--- src/hw/rtl/snc_pkg.sv ---
// shared types, command codes and constant tables of the serial node responder
package snc_pkg;

   // controller states
   typedef enum logic [0:0] {
      ST_IDLE,
      ST_EMIT
   } state_type;

   // controller to datapath
   typedef struct packed {
      logic load;     // input beat accepted
      logic advance;  // response beat taken
   } dp_cmd_type;

   // datapath to controller
   typedef struct packed {
      logic start_read;  // current input beat opens a response
      logic at_end;      // checksum beat is on the output
   } dp_status_type;

   localparam logic [7:0] READ_LIMIT = 8'h50;

   // read codes
   localparam logic [7:0] RD_API      = 8'h00;
   localparam logic [7:0] RD_FREQ     = 8'h03;
   localparam logic [7:0] RD_LAPSTAT  = 8'h0D;
   localparam logic [7:0] RD_FILTER   = 8'h0E;
   localparam logic [7:0] RD_NODE_ID  = 8'h11;
   localparam logic [7:0] RD_ENTER_AT = 8'h22;
   localparam logic [7:0] RD_RSSI_PK  = 8'h23;
   localparam logic [7:0] RD_ADC      = 8'h24;
   localparam logic [7:0] RD_THR_A    = 8'h31;
   localparam logic [7:0] RD_THR_B    = 8'h32;
   localparam logic [7:0] RD_TIME     = 8'h33;
   localparam logic [7:0] RD_MULTI    = 8'h39;
   localparam logic [7:0] RD_MODE_A   = 8'h3A;
   localparam logic [7:0] RD_MODE_B   = 8'h3C;
   localparam logic [7:0] RD_VERSION  = 8'h3D;
   localparam logic [7:0] RD_DATE     = 8'h3E;
   localparam logic [7:0] RD_CLOCK    = 8'h3F;
   localparam logic [7:0] RD_PROC     = 8'h40;

   // write codes
   localparam logic [7:0] WR_FREQ     = 8'h51;
   localparam logic [7:0] WR_ENTER    = 8'h71;
   localparam logic [7:0] WR_EXIT     = 8'h72;
   localparam logic [7:0] WR_MODE     = 8'h75;
   localparam logic [7:0] WR_CAL      = 8'h78;
   localparam logic [7:0] WR_IGNORED  = 8'h7A;

   // flag bits
   localparam logic [6:0] FLG_ACT   = 7'h01;
   localparam logic [6:0] FLG_SER   = 7'h02;
   localparam logic [6:0] FLG_FSET  = 7'h04;
   localparam logic [6:0] FLG_FCHG  = 7'h08;
   localparam logic [6:0] FLG_ENTER = 7'h10;
   localparam logic [6:0] FLG_EXIT  = 7'h20;
   localparam logic [6:0] FLG_LAPRD = 7'h40;

   localparam logic [15:0] FREQ_RESET = 16'd5800;
   localparam logic [7:0]  THR_RESET  = 8'd96;

   // number of data beats of a read, zero when unknown
   function automatic logic [4:0] read_len(input logic [7:0] code);
      logic [4:0] n;
      case (code)
         RD_API, RD_RSSI_PK, RD_ADC, RD_THR_A, RD_THR_B,
         RD_MULTI, RD_MODE_A, RD_MODE_B: n = 5'd1;
         RD_FREQ, RD_NODE_ID, RD_ENTER_AT: n = 5'd2;
         RD_TIME: n = 5'd4;
         RD_FILTER, RD_LAPSTAT: n = 5'd8;
         RD_CLOCK, RD_PROC: n = 5'd9;
         RD_DATE: n = 5'd12;
         RD_VERSION: n = 5'd17;
         default: n = 5'd0;
      endcase
      return n;
   endfunction

   // payload bytes of a write, zero when none
   function automatic logic [1:0] write_len(input logic [7:0] code);
      logic [1:0] n;
      case (code)
         WR_FREQ, WR_MODE: n = 2'd2;
         WR_ENTER, WR_EXIT, WR_CAL, WR_IGNORED: n = 2'd1;
         default: n = 2'd0;
      endcase
      return n;
   endfunction

   // fixed strings, length byte first
   function automatic logic [7:0] rom_byte(input logic [7:0] code, input logic [4:0] idx);
      logic [7:0] b;
      b = 8'h00;
      case (code)
         RD_VERSION: begin
            case (idx)
               5'd0: b = 8'd16;
               5'd1: b = 8'h45; 5'd2: b = 8'h53; 5'd3: b = 8'h50; 5'd4: b = 8'h33;
               5'd5: b = 8'h32; 5'd6: b = 8'h5F; 5'd7: b = 8'h4C; 5'd8: b = 8'h69;
               5'd9: b = 8'h74; 5'd10: b = 8'h65; 5'd11: b = 8'h5F; 5'd12: b = 8'h31;
               5'd13: b = 8'h2E; 5'd14: b = 8'h30; 5'd15: b = 8'h2E; 5'd16: b = 8'h30;
               default: b = 8'h00;
            endcase
         end
         RD_DATE: begin
            case (idx)
               5'd0: b = 8'd11;
               5'd1: b = 8'h4A; 5'd2: b = 8'h61; 5'd3: b = 8'h6E; 5'd4: b = 8'h20;
               5'd5: b = 8'h20; 5'd6: b = 8'h31; 5'd7: b = 8'h20; 5'd8: b = 8'h32;
               5'd9: b = 8'h30; 5'd10: b = 8'h32; 5'd11: b = 8'h34;
               default: b = 8'h00;
            endcase
         end
         RD_CLOCK: begin
            case (idx)
               5'd0: b = 8'd8;
               5'd1: b = 8'h30; 5'd2: b = 8'h30; 5'd3: b = 8'h3A; 5'd4: b = 8'h30;
               5'd5: b = 8'h30; 5'd6: b = 8'h3A; 5'd7: b = 8'h30; 5'd8: b = 8'h30;
               default: b = 8'h00;
            endcase
         end
         RD_PROC: begin
            case (idx)
               5'd0: b = 8'd8;
               5'd1: b = 8'h45; 5'd2: b = 8'h53; 5'd3: b = 8'h50; 5'd4: b = 8'h33;
               5'd5: b = 8'h32; 5'd6: b = 8'h2D; 5'd7: b = 8'h43; 5'd8: b = 8'h33;
               default: b = 8'h00;
            endcase
         end
         default: b = 8'h00;
      endcase
      return b;
   endfunction

endpackage

--- src/hw/rtl/snc_ctrl.sv ---
// controller state machine: input acceptance and response sequencing
module snc_ctrl (
   input  logic                   clock,
   input  logic                   reset,
   input  logic                   req_valid,
   output logic                   req_stall,
   output logic                   rsp_valid,
   input  logic                   rsp_stall,
   input  snc_pkg::dp_status_type status,
   output snc_pkg::dp_cmd_type    cmd
);

   snc_pkg::state_type state_ff, state_in;

   // state register
   always_ff @(posedge clock) begin
      if (reset) begin
         state_ff <= snc_pkg::ST_IDLE;
      end else begin
         state_ff <= state_in;
      end
   end

   // next state and outputs
   always_comb begin
      state_in    = state_ff;
      req_stall   = 1'b1;
      rsp_valid   = 1'b0;
      cmd.load    = 1'b0;
      cmd.advance = 1'b0;
      case (state_ff)
         snc_pkg::ST_IDLE: begin
            req_stall = 1'b0;
            cmd.load  = req_valid;
            if (req_valid && status.start_read) begin
               state_in = snc_pkg::ST_EMIT;
            end
         end
         snc_pkg::ST_EMIT: begin
            rsp_valid   = 1'b1;
            cmd.advance = !rsp_stall;
            if (!rsp_stall && status.at_end) begin
               state_in = snc_pkg::ST_IDLE;
            end
         end
         default: state_in = snc_pkg::ST_IDLE;
      endcase
   end

endmodule

--- src/hw/rtl/snc_dp.sv ---
// datapath: node state, payload collection and response byte generation
module snc_dp (
   input  logic                   clock,
   input  logic                   reset,
   input  snc_pkg::dp_cmd_type    cmd,
   output snc_pkg::dp_status_type status,
   input  logic                   req_cmd,
   input  logic [7:0]             req_rx_byte,
   input  logic [31:0]            req_now_ms,
   input  logic [7:0]             req_rssi_now,
   input  logic [7:0]             req_rssi_max,
   input  logic [31:0]            req_lap_time_ms,
   input  logic [7:0]             req_lap_rssi_max,
   output logic [7:0]             rsp_tx_byte,
   output logic                   rsp_last_byte,
   output logic [6:0]             rsp_activity_flags
);

   logic [7:0]  code_ff, code_in;
   logic [4:0]  idx_ff, idx_in;
   logic [7:0]  sum_ff, sum_in;
   logic [31:0] now_ff;
   logic [7:0]  rnow_ff, rpeak_ff;
   logic [15:0] freq_ff, freq_in;
   logic [7:0]  thr_ff, thr_in;
   logic [6:0]  flags_ff, flags_in;
   logic [7:0]  lap_cnt_ff;
   logic [31:0] lap_ts_ff;
   logic [7:0]  lap_pk_ff;
   logic [7:0]  pend_ff, pend_in;
   logic [1:0]  pexp_ff, pexp_in;
   logic [1:0]  pcnt_ff, pcnt_in;
   logic [7:0]  pbytes_ff [3];

   logic        idle_byte, is_read;
   logic [4:0]  rlen_now, rlen;
   logic [1:0]  wlen, pcnt_next;
   logic [7:0]  psum;
   logic [15:0] delta;
   logic [7:0]  data_byte;

   assign idle_byte = !req_cmd && (pexp_ff == 2'd0);
   assign is_read   = idle_byte && (req_rx_byte <= snc_pkg::READ_LIMIT);
   assign rlen_now  = snc_pkg::read_len(req_rx_byte);
   assign wlen      = snc_pkg::write_len(req_rx_byte);
   assign rlen      = snc_pkg::read_len(code_ff);
   assign pcnt_next = pcnt_ff + 2'd1;
   assign psum      = (pexp_ff == 2'd3) ? (pbytes_ff[0] + pbytes_ff[1]) : pbytes_ff[0];
   assign delta     = now_ff[15:0] - lap_ts_ff[15:0];

   assign status.start_read = is_read && (rlen_now != 5'd0);
   assign status.at_end     = (idx_ff == rlen);

   // data byte of the current response beat
   always_comb begin
      data_byte = 8'h00;
      case (code_ff)
         snc_pkg::RD_API: data_byte = 8'h08;
         snc_pkg::RD_FREQ: data_byte = (idx_ff == 5'd0) ? freq_ff[15:8] : freq_ff[7:0];
         snc_pkg::RD_LAPSTAT: begin
            case (idx_ff)
               5'd0: data_byte = lap_cnt_ff;
               5'd1: data_byte = delta[15:8];
               5'd2: data_byte = delta[7:0];
               5'd3: data_byte = rnow_ff;
               5'd4: data_byte = rpeak_ff;
               5'd5: data_byte = lap_pk_ff;
               5'd6: data_byte = 8'h03;
               5'd7: data_byte = 8'hE8;
               default: data_byte = 8'h00;
            endcase
         end
         snc_pkg::RD_FILTER:
            data_byte = (idx_ff == 5'd1 || idx_ff == 5'd2) ? 8'd30 : 8'h00;
         snc_pkg::RD_ENTER_AT: data_byte = (idx_ff == 5'd0) ? 8'h25 : 8'd35;
         snc_pkg::RD_RSSI_PK: data_byte = rpeak_ff;
         snc_pkg::RD_ADC: data_byte = 8'd30;
         snc_pkg::RD_THR_A, snc_pkg::RD_THR_B: data_byte = thr_ff;
         snc_pkg::RD_TIME: begin
            case (idx_ff[1:0])
               2'd0: data_byte = now_ff[31:24];
               2'd1: data_byte = now_ff[23:16];
               2'd2: data_byte = now_ff[15:8];
               default: data_byte = now_ff[7:0];
            endcase
         end
         snc_pkg::RD_MULTI: data_byte = 8'h01;
         snc_pkg::RD_VERSION, snc_pkg::RD_DATE, snc_pkg::RD_CLOCK, snc_pkg::RD_PROC:
            data_byte = snc_pkg::rom_byte(code_ff, idx_ff);
         default: data_byte = 8'h00;
      endcase
   end

   assign rsp_tx_byte        = status.at_end ? sum_ff : data_byte;
   assign rsp_last_byte      = status.at_end;
   assign rsp_activity_flags = flags_ff;

   // next state of the node registers
   always_comb begin
      code_in  = code_ff;
      idx_in   = idx_ff;
      sum_in   = sum_ff;
      freq_in  = freq_ff;
      thr_in   = thr_ff;
      flags_in = flags_ff;
      pend_in  = pend_ff;
      pexp_in  = pexp_ff;
      pcnt_in  = pcnt_ff;
      if (cmd.advance) begin
         idx_in = idx_ff + 5'd1;
         sum_in = sum_ff + data_byte;
      end
      if (cmd.load && !req_cmd) begin
         if (pexp_ff == 2'd0) begin
            pend_in = req_rx_byte;
            if (is_read) begin
               code_in = req_rx_byte;
               idx_in  = 5'd0;
               sum_in  = 8'h00;
               if (rlen_now != 5'd0) begin
                  flags_in = flags_in | snc_pkg::FLG_ACT | snc_pkg::FLG_SER;
               end
               if (req_rx_byte == snc_pkg::RD_LAPSTAT) begin
                  flags_in = flags_in | snc_pkg::FLG_LAPRD;
               end
            end else if (wlen != 2'd0) begin
               pcnt_in = 2'd0;
               pexp_in = wlen + 2'd1;
            end
         end else begin
            pcnt_in = pcnt_next;
            if (pcnt_next == pexp_ff) begin
               pexp_in = 2'd0;
               pcnt_in = 2'd0;
               // checksum byte is the current beat
               if (req_rx_byte == psum) begin
                  case (pend_ff)
                     snc_pkg::WR_FREQ: begin
                        freq_in  = {pbytes_ff[0], pbytes_ff[1]};
                        flags_in = flags_ff | snc_pkg::FLG_FSET | snc_pkg::FLG_FCHG
                                 | snc_pkg::FLG_ACT | snc_pkg::FLG_SER;
                     end
                     snc_pkg::WR_ENTER: begin
                        thr_in   = pbytes_ff[0];
                        flags_in = flags_ff | snc_pkg::FLG_ENTER
                                 | snc_pkg::FLG_ACT | snc_pkg::FLG_SER;
                     end
                     snc_pkg::WR_EXIT: begin
                        thr_in   = pbytes_ff[0];
                        flags_in = flags_ff | snc_pkg::FLG_EXIT
                                 | snc_pkg::FLG_ACT | snc_pkg::FLG_SER;
                     end
                     snc_pkg::WR_MODE, snc_pkg::WR_CAL:
                        flags_in = flags_ff | snc_pkg::FLG_ACT | snc_pkg::FLG_SER;
                     default: flags_in = flags_ff;
                  endcase
                  pend_in = 8'h00;
               end
            end
         end
      end
   end

   // control and node registers
   always_ff @(posedge clock) begin
      if (reset) begin
         code_ff    <= 8'h00;
         idx_ff     <= 5'd0;
         sum_ff     <= 8'h00;
         freq_ff    <= snc_pkg::FREQ_RESET;
         thr_ff     <= snc_pkg::THR_RESET;
         flags_ff   <= 7'h00;
         lap_cnt_ff <= 8'h00;
         lap_ts_ff  <= 32'h0;
         lap_pk_ff  <= 8'h00;
         pend_ff    <= 8'h00;
         pexp_ff    <= 2'd0;
         pcnt_ff    <= 2'd0;
      end else begin
         code_ff  <= code_in;
         idx_ff   <= idx_in;
         sum_ff   <= sum_in;
         freq_ff  <= freq_in;
         thr_ff   <= thr_in;
         flags_ff <= flags_in;
         pend_ff  <= pend_in;
         pexp_ff  <= pexp_in;
         pcnt_ff  <= pcnt_in;
         // lap event
         if (cmd.load && req_cmd) begin
            lap_ts_ff  <= req_lap_time_ms;
            lap_pk_ff  <= req_lap_rssi_max;
            lap_cnt_ff <= lap_cnt_ff + 8'd1;
         end
      end
   end

   // read snapshot and payload bytes
   always_ff @(posedge clock) begin
      if (cmd.load && is_read) begin
         now_ff   <= req_now_ms;
         rnow_ff  <= req_rssi_now;
         rpeak_ff <= req_rssi_max;
      end
      if (cmd.load && !req_cmd && pexp_ff != 2'd0 && pcnt_ff != 2'd3) begin
         pbytes_ff[pcnt_ff] <= req_rx_byte;
      end
   end

endmodule

--- src/hw/rtl/serial_node_command_responder.sv ---
// top level of the serial node command responder
//
// input channel (req_): one beat is either a received serial byte (req_cmd = 0)
// or a lap event (req_cmd = 1) with its timestamp and peak strength.
// result channel (rsp_): one beat per response byte, big-endian fields, the
// 8-bit sum checksum last with rsp_last_byte set; rsp_activity_flags carries
// the accumulated flag bits after the command.
// a read byte that is known opens a response of 2 to 18 beats; the byte is
// taken and the first response beat shows the next cycle, one beat per cycle
// after that while the receiver does not stall.
// an item that causes no response (lap event, write byte, unknown read)
// leaves the block idle, so such items pass at one per cycle.
// while a response is out, req_stall stays high; the response sequencer
// holds one item at a time. a stalled response beat holds its value.
// reset clears all control state, restores frequency 5800 and threshold 96,
// and leaves the block idle, ready for an input beat the next cycle.
module serial_node_command_responder (
   input  logic        clock,
   input  logic        reset,
   input  logic        req_valid,
   output logic        req_stall,
   input  logic        req_cmd,
   input  logic [7:0]  req_rx_byte,
   input  logic [31:0] req_now_ms,
   input  logic [7:0]  req_rssi_now,
   input  logic [7:0]  req_rssi_max,
   input  logic [31:0] req_lap_time_ms,
   input  logic [7:0]  req_lap_rssi_max,
   output logic        rsp_valid,
   input  logic        rsp_stall,
   output logic [7:0]  rsp_tx_byte,
   output logic        rsp_last_byte,
   output logic [6:0]  rsp_activity_flags
);

   snc_pkg::dp_cmd_type    dp_cmd;
   snc_pkg::dp_status_type dp_status;

   // sequencer
   snc_ctrl u_ctrl (
      .clock     (clock),
      .reset     (reset),
      .req_valid (req_valid),
      .req_stall (req_stall),
      .rsp_valid (rsp_valid),
      .rsp_stall (rsp_stall),
      .status    (dp_status),
      .cmd       (dp_cmd)
   );

   // node state and byte generation
   snc_dp u_dp (
      .clock              (clock),
      .reset              (reset),
      .cmd                (dp_cmd),
      .status             (dp_status),
      .req_cmd            (req_cmd),
      .req_rx_byte        (req_rx_byte),
      .req_now_ms         (req_now_ms),
      .req_rssi_now       (req_rssi_now),
      .req_rssi_max       (req_rssi_max),
      .req_lap_time_ms    (req_lap_time_ms),
      .req_lap_rssi_max   (req_lap_rssi_max),
      .rsp_tx_byte        (rsp_tx_byte),
      .rsp_last_byte      (rsp_last_byte),
      .rsp_activity_flags (rsp_activity_flags)
   );

   // no input beat while a response is out
   a_stall_during_rsp: assert property (@(posedge clock) disable iff (reset)
      rsp_valid |-> req_stall)
      else $error("input accepted during response");

   // response ends after the checksum beat
   a_end_after_last: assert property (@(posedge clock) disable iff (reset)
      (rsp_valid && rsp_last_byte && !rsp_stall) |=> !rsp_valid)
      else $error("response continues after last beat");

   // flags never change during a response
   a_flags_hold: assert property (@(posedge clock) disable iff (reset)
      (rsp_valid && $past(rsp_valid)) |-> $stable(rsp_activity_flags))
      else $error("flags changed during response");

   // idle after reset
   a_reset_idle: assert property (@(posedge clock)
      reset |=> !rsp_valid)
      else $error("response valid after reset");

endmodule
--- config.mk ---
export PLATFORM = sky130hd
export DESIGN_NAME = serial_node_command_responder
export DESIGN_NICKNAME = d
export VERILOG_FILES = /design/src/hw/rtl/snc_pkg.sv /design/src/hw/rtl/snc_ctrl.sv /design/src/hw/rtl/snc_dp.sv /design/src/hw/rtl/serial_node_command_responder.sv
export SDC_FILE = /design/constraint.sdc
export NUM_CORES = 1
export LEC_CHECK = 0
export BUFFER_PORTS_ARGS = -buffer_cell sky130_fd_sc_hd__buf_2
export CORE_MARGIN = 2
export CORE_UTILIZATION = 46
export DETAILED_ROUTE_END_ITERATION = 8
export GPL_TIMING_DRIVEN = 0
export PLACE_DENSITY_LB_ADDON = 0.05
export SYNTH_ARGS = -nofsm -noshare
export SYNTH_HDL_FRONTEND = slang
export SYNTH_SLANG_ARGS = --single-unit
export TNS_END_PERCENT = 1
--- constraint.sdc ---
create_clock -name clock -period 11.36 [get_ports clock]
set_clock_uncertainty 0.05 [all_clocks]
set_input_delay 2.272 -clock clock [delete_from_list [all_inputs] [get_ports clock]]
set_output_delay 2.272 -clock clock [all_outputs]
set_load 0.01 [all_outputs]
Yosys cells after proc, flatten, opt, wreduce, memory -nomap -nowiden
Memories as Yosys holds them, arrays and structs flattened. A register that Yosys moved wholly into a read port is not among the register bits.
Index checks and enable logic that the tools add are counted.
Widths: inputs -> output; s select.
{"block": "totals", "reg_bits": 145, "ram_bits": 24, "rom_bits": 512, "inputBits": 101, "output_inout_bits": 18, "word_cells": 206, "mem_count": 5}
{"name": "(name not given)", "depth": 32, "width": 7, "rd": 1, "rd_clocked_by_memory_dff": 1, "wr": 0, "line_no": "snc_pkg.sv:98", "rtl": "case (idx)"}
{"name": "(name not given)", "depth": 16, "width": 7, "rd": 1, "rd_clocked_by_memory_dff": 1, "wr": 0, "line_no": "snc_pkg.sv:108", "rtl": "case (idx)"}
{"name": "(name not given)", "depth": 16, "width": 7, "rd": 1, "rd_clocked_by_memory_dff": 1, "wr": 0, "line_no": "snc_pkg.sv:125", "rtl": "case (idx)"}
{"name": "(name not given)", "depth": 16, "width": 4, "rd": 1, "rd_clocked_by_memory_dff": 1, "wr": 0, "line_no": "snc_pkg.sv:117", "rtl": "case (idx)"}
{"name": "u_dp.pbytes_ff", "depth": 3, "width": 8, "rd": 2, "rd_clocked_by_memory_dff": 0, "wr": 1, "line_no": "snc_dp.sv:33", "rtl": "logic [7:0] pbytes_ff [3];"}
{"block": "op_classes", "addsub": 7, "order_cmp": 1, "eq_ne": 66, "muxes": 53, "n_bitwise": 2, "n_reduce_logical": 52}
{"operator": "$eq 8x6->1 const B", "count": 24}
{"operator": "$eq 8x7->1 const B", "count": 13}
{"operator": "$mux 8", "count": 13}
{"operator": "$pmux 8 s11", "count": 1}
{"operator": "$pmux 5 s7", "count": 2}
{"operator": "$pmux 8 s8", "count": 1}
{"operator": "$mux 7", "count": 5}
{"operator": "$eq 8x4->1 const B", "count": 4}
{"operator": "$pmux 8 s4", "count": 1}
{"operator": "$mux 5", "count": 6}
{"operator": "$pmux 6 s4", "count": 1}
{"operator": "$pmux 8 s3", "count": 1}
{"operator": "$reduce_and 8->1", "count": 3}
{"operator": "$eq 5x3->1 const B", "count": 4}
{"operator": "$mux 2", "count": 9}
{"operator": "$add 8x8->8", "count": 2}
{"operator": "$eq 8x2->1 const B", "count": 2}
{"operator": "$eq 8x5->1 const B", "count": 2}
{"operator": "$logic_not 8->1", "count": 2}
{"operator": "$reduce_or 2->1", "count": 8}
{"operator": "$reduce_or 8->1", "count": 2}
{"operator": "$sub 16x16->16", "count": 1}
{"operator": "$reduce_and 5->1", "count": 3}
{"operator": "$reduce_bool 2->1", "count": 7}
{"operator": "29 further kinds", "count": 64}

Longest topological paths before layout
{"block": "logic_depth", "depth_word": 9, "ltp_mapped": 19}

Hierarchy
From an unflattened synthesis, not the netlist that was laid out.
{"block": "hier_totals", "hier_cells": 1143, "area_unflattened_um2": 10272.4}
{"module": "snc_dp", "n_inst": 1, "cells_each": 1136, "area_per_inst_um2": 10213.5}
{"module": "snc_ctrl", "n_inst": 1, "cells_each": 7, "area_per_inst_um2": 58.8}

Worst setup path after synthesis
OpenSTA, ideal clock, no wires.
{"block": "synth_timing", "kind": "register to output", "startpoint": "register u_dp.idx_ff[0]", "endpoint": "output rsp_tx_byte[6]", "t_arrival_ps": 2722, "t_required_ps": 9038, "setup_slack_ps": 6316, "stages_incl_launch_ff": 12, "path_cell_list": "dfxtp_1 inv_1 ha_1 nor4b_1 buf_2 mux2i_1 nor2_1 a221oi_1 nand2_1 a221oi_1 nand3_1 mux2_2"}
{"block": "synth_between", "elab_chain_len": 4, "elab_cells_between_ends": 17, "classes_between": "eq/ne (10); mux (5); reduce/logical (2)"}
{"element": "start, declared", "line_no": "snc_dp.sv:20", "rtl": "logic [4:0] idx_ff, idx_in;"}
{"element": "start signal, assigned", "line_no": "snc_dp.sv:181", "rtl": "idx_ff <= idx_in;"}
{"element": "$eq 5x3->1, or another cell as far along", "line_no": "snc_dp.sv:61", "rtl": "case (idx_ff)"}
{"element": "$pmux 8 s8, or another cell as far along", "line_no": "snc_dp.sv:61"}
{"element": "$pmux 8 s11", "line_no": "snc_dp.sv:57", "rtl": "case (code_ff)"}
{"element": "$mux 8 *", "line_no": "snc_dp.sv:94", "rtl": "assign rsp_tx_byte = status.at_end ? sum_ff : data_byte;"}
{"element": "end, declared", "line_no": "serial_node_command_responder.sv:31", "rtl": "output logic [7:0] rsp_tx_byte,"}
Every way passes the cells marked *; elsewhere a longest branch is shown, timed or not.

Final worst setup path
Ends and elaborated chain as after synthesis.

==> metrics.md <==
| Metric | Value |
|---|---|
| LEAKAGE | `between 4 and 5 nW` |
| Final #Nets | `1,425` |
| Power Density | `121 mW/mm2` |
| WHS Endpoint | `u_dp.lap_ts_ff[5]$_SDFFE_PP0P_` |
| Crit end category | `primary output` |
| Final Hold Fails | `0` |
| Overflow after GRT | `0` |
| Mapped Cells | `1,149` |
| Setup Viol. Count Final | `0` |
| Die area | `0.0235 mm2` |
| Die Y | `153 um` |
| Crit path kind | `reg -> out` |
| Area delta synth->final | `14.3%` |
| Max_cap viols | `0` |
| H-tree depth | `4` |
| Async set-reset flop share out of synthesis | `0%` |
| Cell area after layout | `0.0117 mm2` |
| Final WS setup | `4350 ps` |
| Setup repair after global routing missed its margin | `no` |
| Fmax | `~140 MHz` |
| Tcrit/Tclk final | `61.7%` |
| Footprint of the multi-input gates | `roughly 0.0055 mm2` |
| Initial antenna violation count | `0` |
| CTS Buffer Depth | `2` |
| Worst R2R End | `u_dp.sum_ff[7]$_SDFF_PP0_` |
| Routed Antenna Nets | `0` |
| FF-to-FF path depth | `19` |
| Largest net degree at the start of global routing | `35` |
| Arrival @ worst endpoint | `4690 ps` |
| Post-DP Area | `0.0111 mm2` |
| Relative slew margins | `around 7%` |
| Hold buffers post-CTS | `0` |
| Root Buffer | `clkbuf_16` |
| Resized Gates After CTS | `0` |
| Starting density of the core | `46.9%` |
| Routed vias/inst | `slightly below 6` |
| CTS buffer count | `17` |
| Pins Over Slew Limit | `0` |
| Post-synth top flop | `dfxtp_1` |
| Cell area after synthesis | `0.0102 mm2` |
| Core Footprint | `0.0218 mm2` |
| Synth top area share | `23.3%` |
| Sequential cell area | `0.00430 mm2` |
| Final WL | `31,700 um` |
| Internal reg-to-reg setup slack | `5730 ps` |
| Post-synthesis net count | `1,302` |
| Peak supply drop | `0.0990 mV` |
| Worst Hold Depth | `2` |
| Share of post-route cells with drive strength above 1 | `13.4%` |
| R2R Path Start | `u_dp.idx_ff[0]$_SDFF_PP0_` |
| Setup TNS | `0 ps` |
| Routed via count | `9,336` |
| Setup WS pre-CTS | `4930 ps` |
| Most common cell after layout, fill and taps aside | `nand2_1` |
| Die X-Extent | `153 um` |
| DR WL/cell | `slightly above 20 um` |
| Post-synth top area cell | `dfxtp_1` |
| Synth unique cells | `76` |
| Post-DP HPWL | `24,000 um` |
| Filler instances | `approximately 2,100` |
| Crit path max fanout | `10` |
| Sequential-to-total area share from yosys stat | `42.1%` |
| Antenna diodes | `0` |
| Post-CTS Setup Bufs | `0` |
| Vias in the first global route | `8,784` |
| Post-synth EDFFs | `64` |
| Clock-pin transition on the worst setup and hold timing paths | `80 ps` |
| First-pass GRT wire length | `~50,000 um` |
| Drc violations | `0` |
| I/O pins | `roughly 120` |
| Min-Delay Path Class | `reg -> reg` |
| Ys Warns | `0` |
| PortBufs | `102` |
| Required time of the critical path | `9040 ps` |
| Gp weighted congestion | `roughly 0.93` |
| Final min period | `7010 ps` |
| Critical Path Source Type | `flip-flop` |
| Placed Cells | `1,533` |
| Most frequent cells in the layout | `132 x nand2_1, 119 x dfxtp_1, 108 x a21oi_1` |
| Synth top area cells | `dfxtp_1 23%, edfxtp_1 19%, ha_1 6.0%` |
| CTS tree | `built` |
| Drt initial violations | `800` |
| Syn avg cell area | `8.90 um2` |
| Row cnt | `54` |
| Hold Path Origin | `u_dp.lap_ts_ff[5]$_SDFFE_PP0P_` |
| Drt pass-1 iters | `8` |
| Non-filler instance count after layout | `1,565` |
| Sink Count | `183` |
| Slew @ Worst Pin | `1380 ps` |
| Worst-skew pair later-pin latency | `440 ps` |
| Status | `complete, no violations` |
| FF+latch count, synth | `about 180` |
| GRT Total Usage | `27.2%` |
==> worst max path at each step <==
stage / from / to / slack [ps]
after floorplan: u_dp.idx_ff[0]$_SDFF_PP0_ / rsp_tx_byte[6] / 6320
after global placement: u_dp.idx_ff[0]$_SDFF_PP0_ / rsp_tx_byte[6] / 4950
after detailed placement: u_dp.idx_ff[0]$_SDFF_PP0_ / rsp_tx_byte[6] / 4930
after CTS: u_dp.idx_ff[0]$_SDFF_PP0_ / rsp_tx_byte[6] / 4430
after global routing: u_dp.idx_ff[0]$_SDFF_PP0_ / rsp_tx_byte[6] / 4120
final: u_dp.idx_ff[0]$_SDFF_PP0_ / rsp_tx_byte[6] / 4350
==> metrics by stage <==
| stage | hold WS, ps | utilization [%] | power, W |
|---|---|---|---|
| floorplan | 386 | - | 0.000793 |
| global placement | 394 | 50.8 | 0.000843 |
| detailed placement | 399 | 51.0 | 0.000844 |
| CTS | 410 | 53.6 | 0.00142 |
| global route | 426 | 53.6 | 0.00146 |
| finish | 410 | 53.6 | 0.00141 |
==> final cells by class <==
cell class | count | share of cell area [%]
buffer | 62 | 2.20
clock buffer | 18 | 3.85
clock inverter | 14 | 0.984
inverter | 45 | 1.44
multi-input combinational | 859 | 47.1
sequential | 183 | 36.8
tap | 280 | 2.99
timing repair buffer | 104 | 4.60
==> synthesized netlist by cell type, types with 17 or more instances <==
cell        n
nor2_1     90
xnor2_1    32
ha_1       49
edfxtp_1   64
a21oi_1   108
dfxtp_1   119
mux2i_1    17
inv_1      44
nor3_1     27
o21ai_0    81
clkbuf_1   48
nand3_1    45
nand2_1   132
==> power breakdown <==
| group | switching, W | leakage [nW] | internal, W |
|---|---|---|---|
| logic | 0.0000804 | 2.64 | 0.0000493 |
| clock network | 0.000281 | 0.271 | 0.000299 |
| registers | 0.0000102 | 1.54 | 0.000692 |
| total | 0.000372 | 4.46 | 0.00104 |
==> per-layer routing <==
| metal | vias to the layer above | global-route usage, % | part of all wire, % | wire length [um] |
|---|---|---|---|---|
| met2 | 376 | 42.4 | 45 | 14200 |
| met5 | - | 0 | 0 | 0 |
| met4 | 0 | 9.08 | 2.9 | 905 |
| met3 | 52 | 4.93 | 6.8 | 2140 |
| li1 | 4488 | - | - | - |
| met1 | 4420 | 38.1 | 46 | 14400 |
==> worst max-delay path: stages (launching register included) <==
cell      delay [ps]
dfxtp_1          380
inv_1            160
ha_1             400
nor4b_1         1030
buf_2            450
mux2i_1          240
nor2_1            50
a221oi_1         490
nand2_1          100
a221oi_1         290
nand3_1          190
mux2_2           310
buf_2            140
==> logic make-up (layout without fill, tap and decap cells) <==
kind of cell | Yosys count | after routing | synth area share [%]
compound gates | 344 | 344 | 21.9
xor+xnor | 48 | 48 | 4.11
fa+ha+maj | 52 | 52 | 6.58
buf+inv | 107 | 243 | 4.17
flops | 183 | 183 | 42.1
mux | 26 | 26 | 2.65
simple gates | 389 | 389 | 18.5
Power figures use the tool's default switching activity.
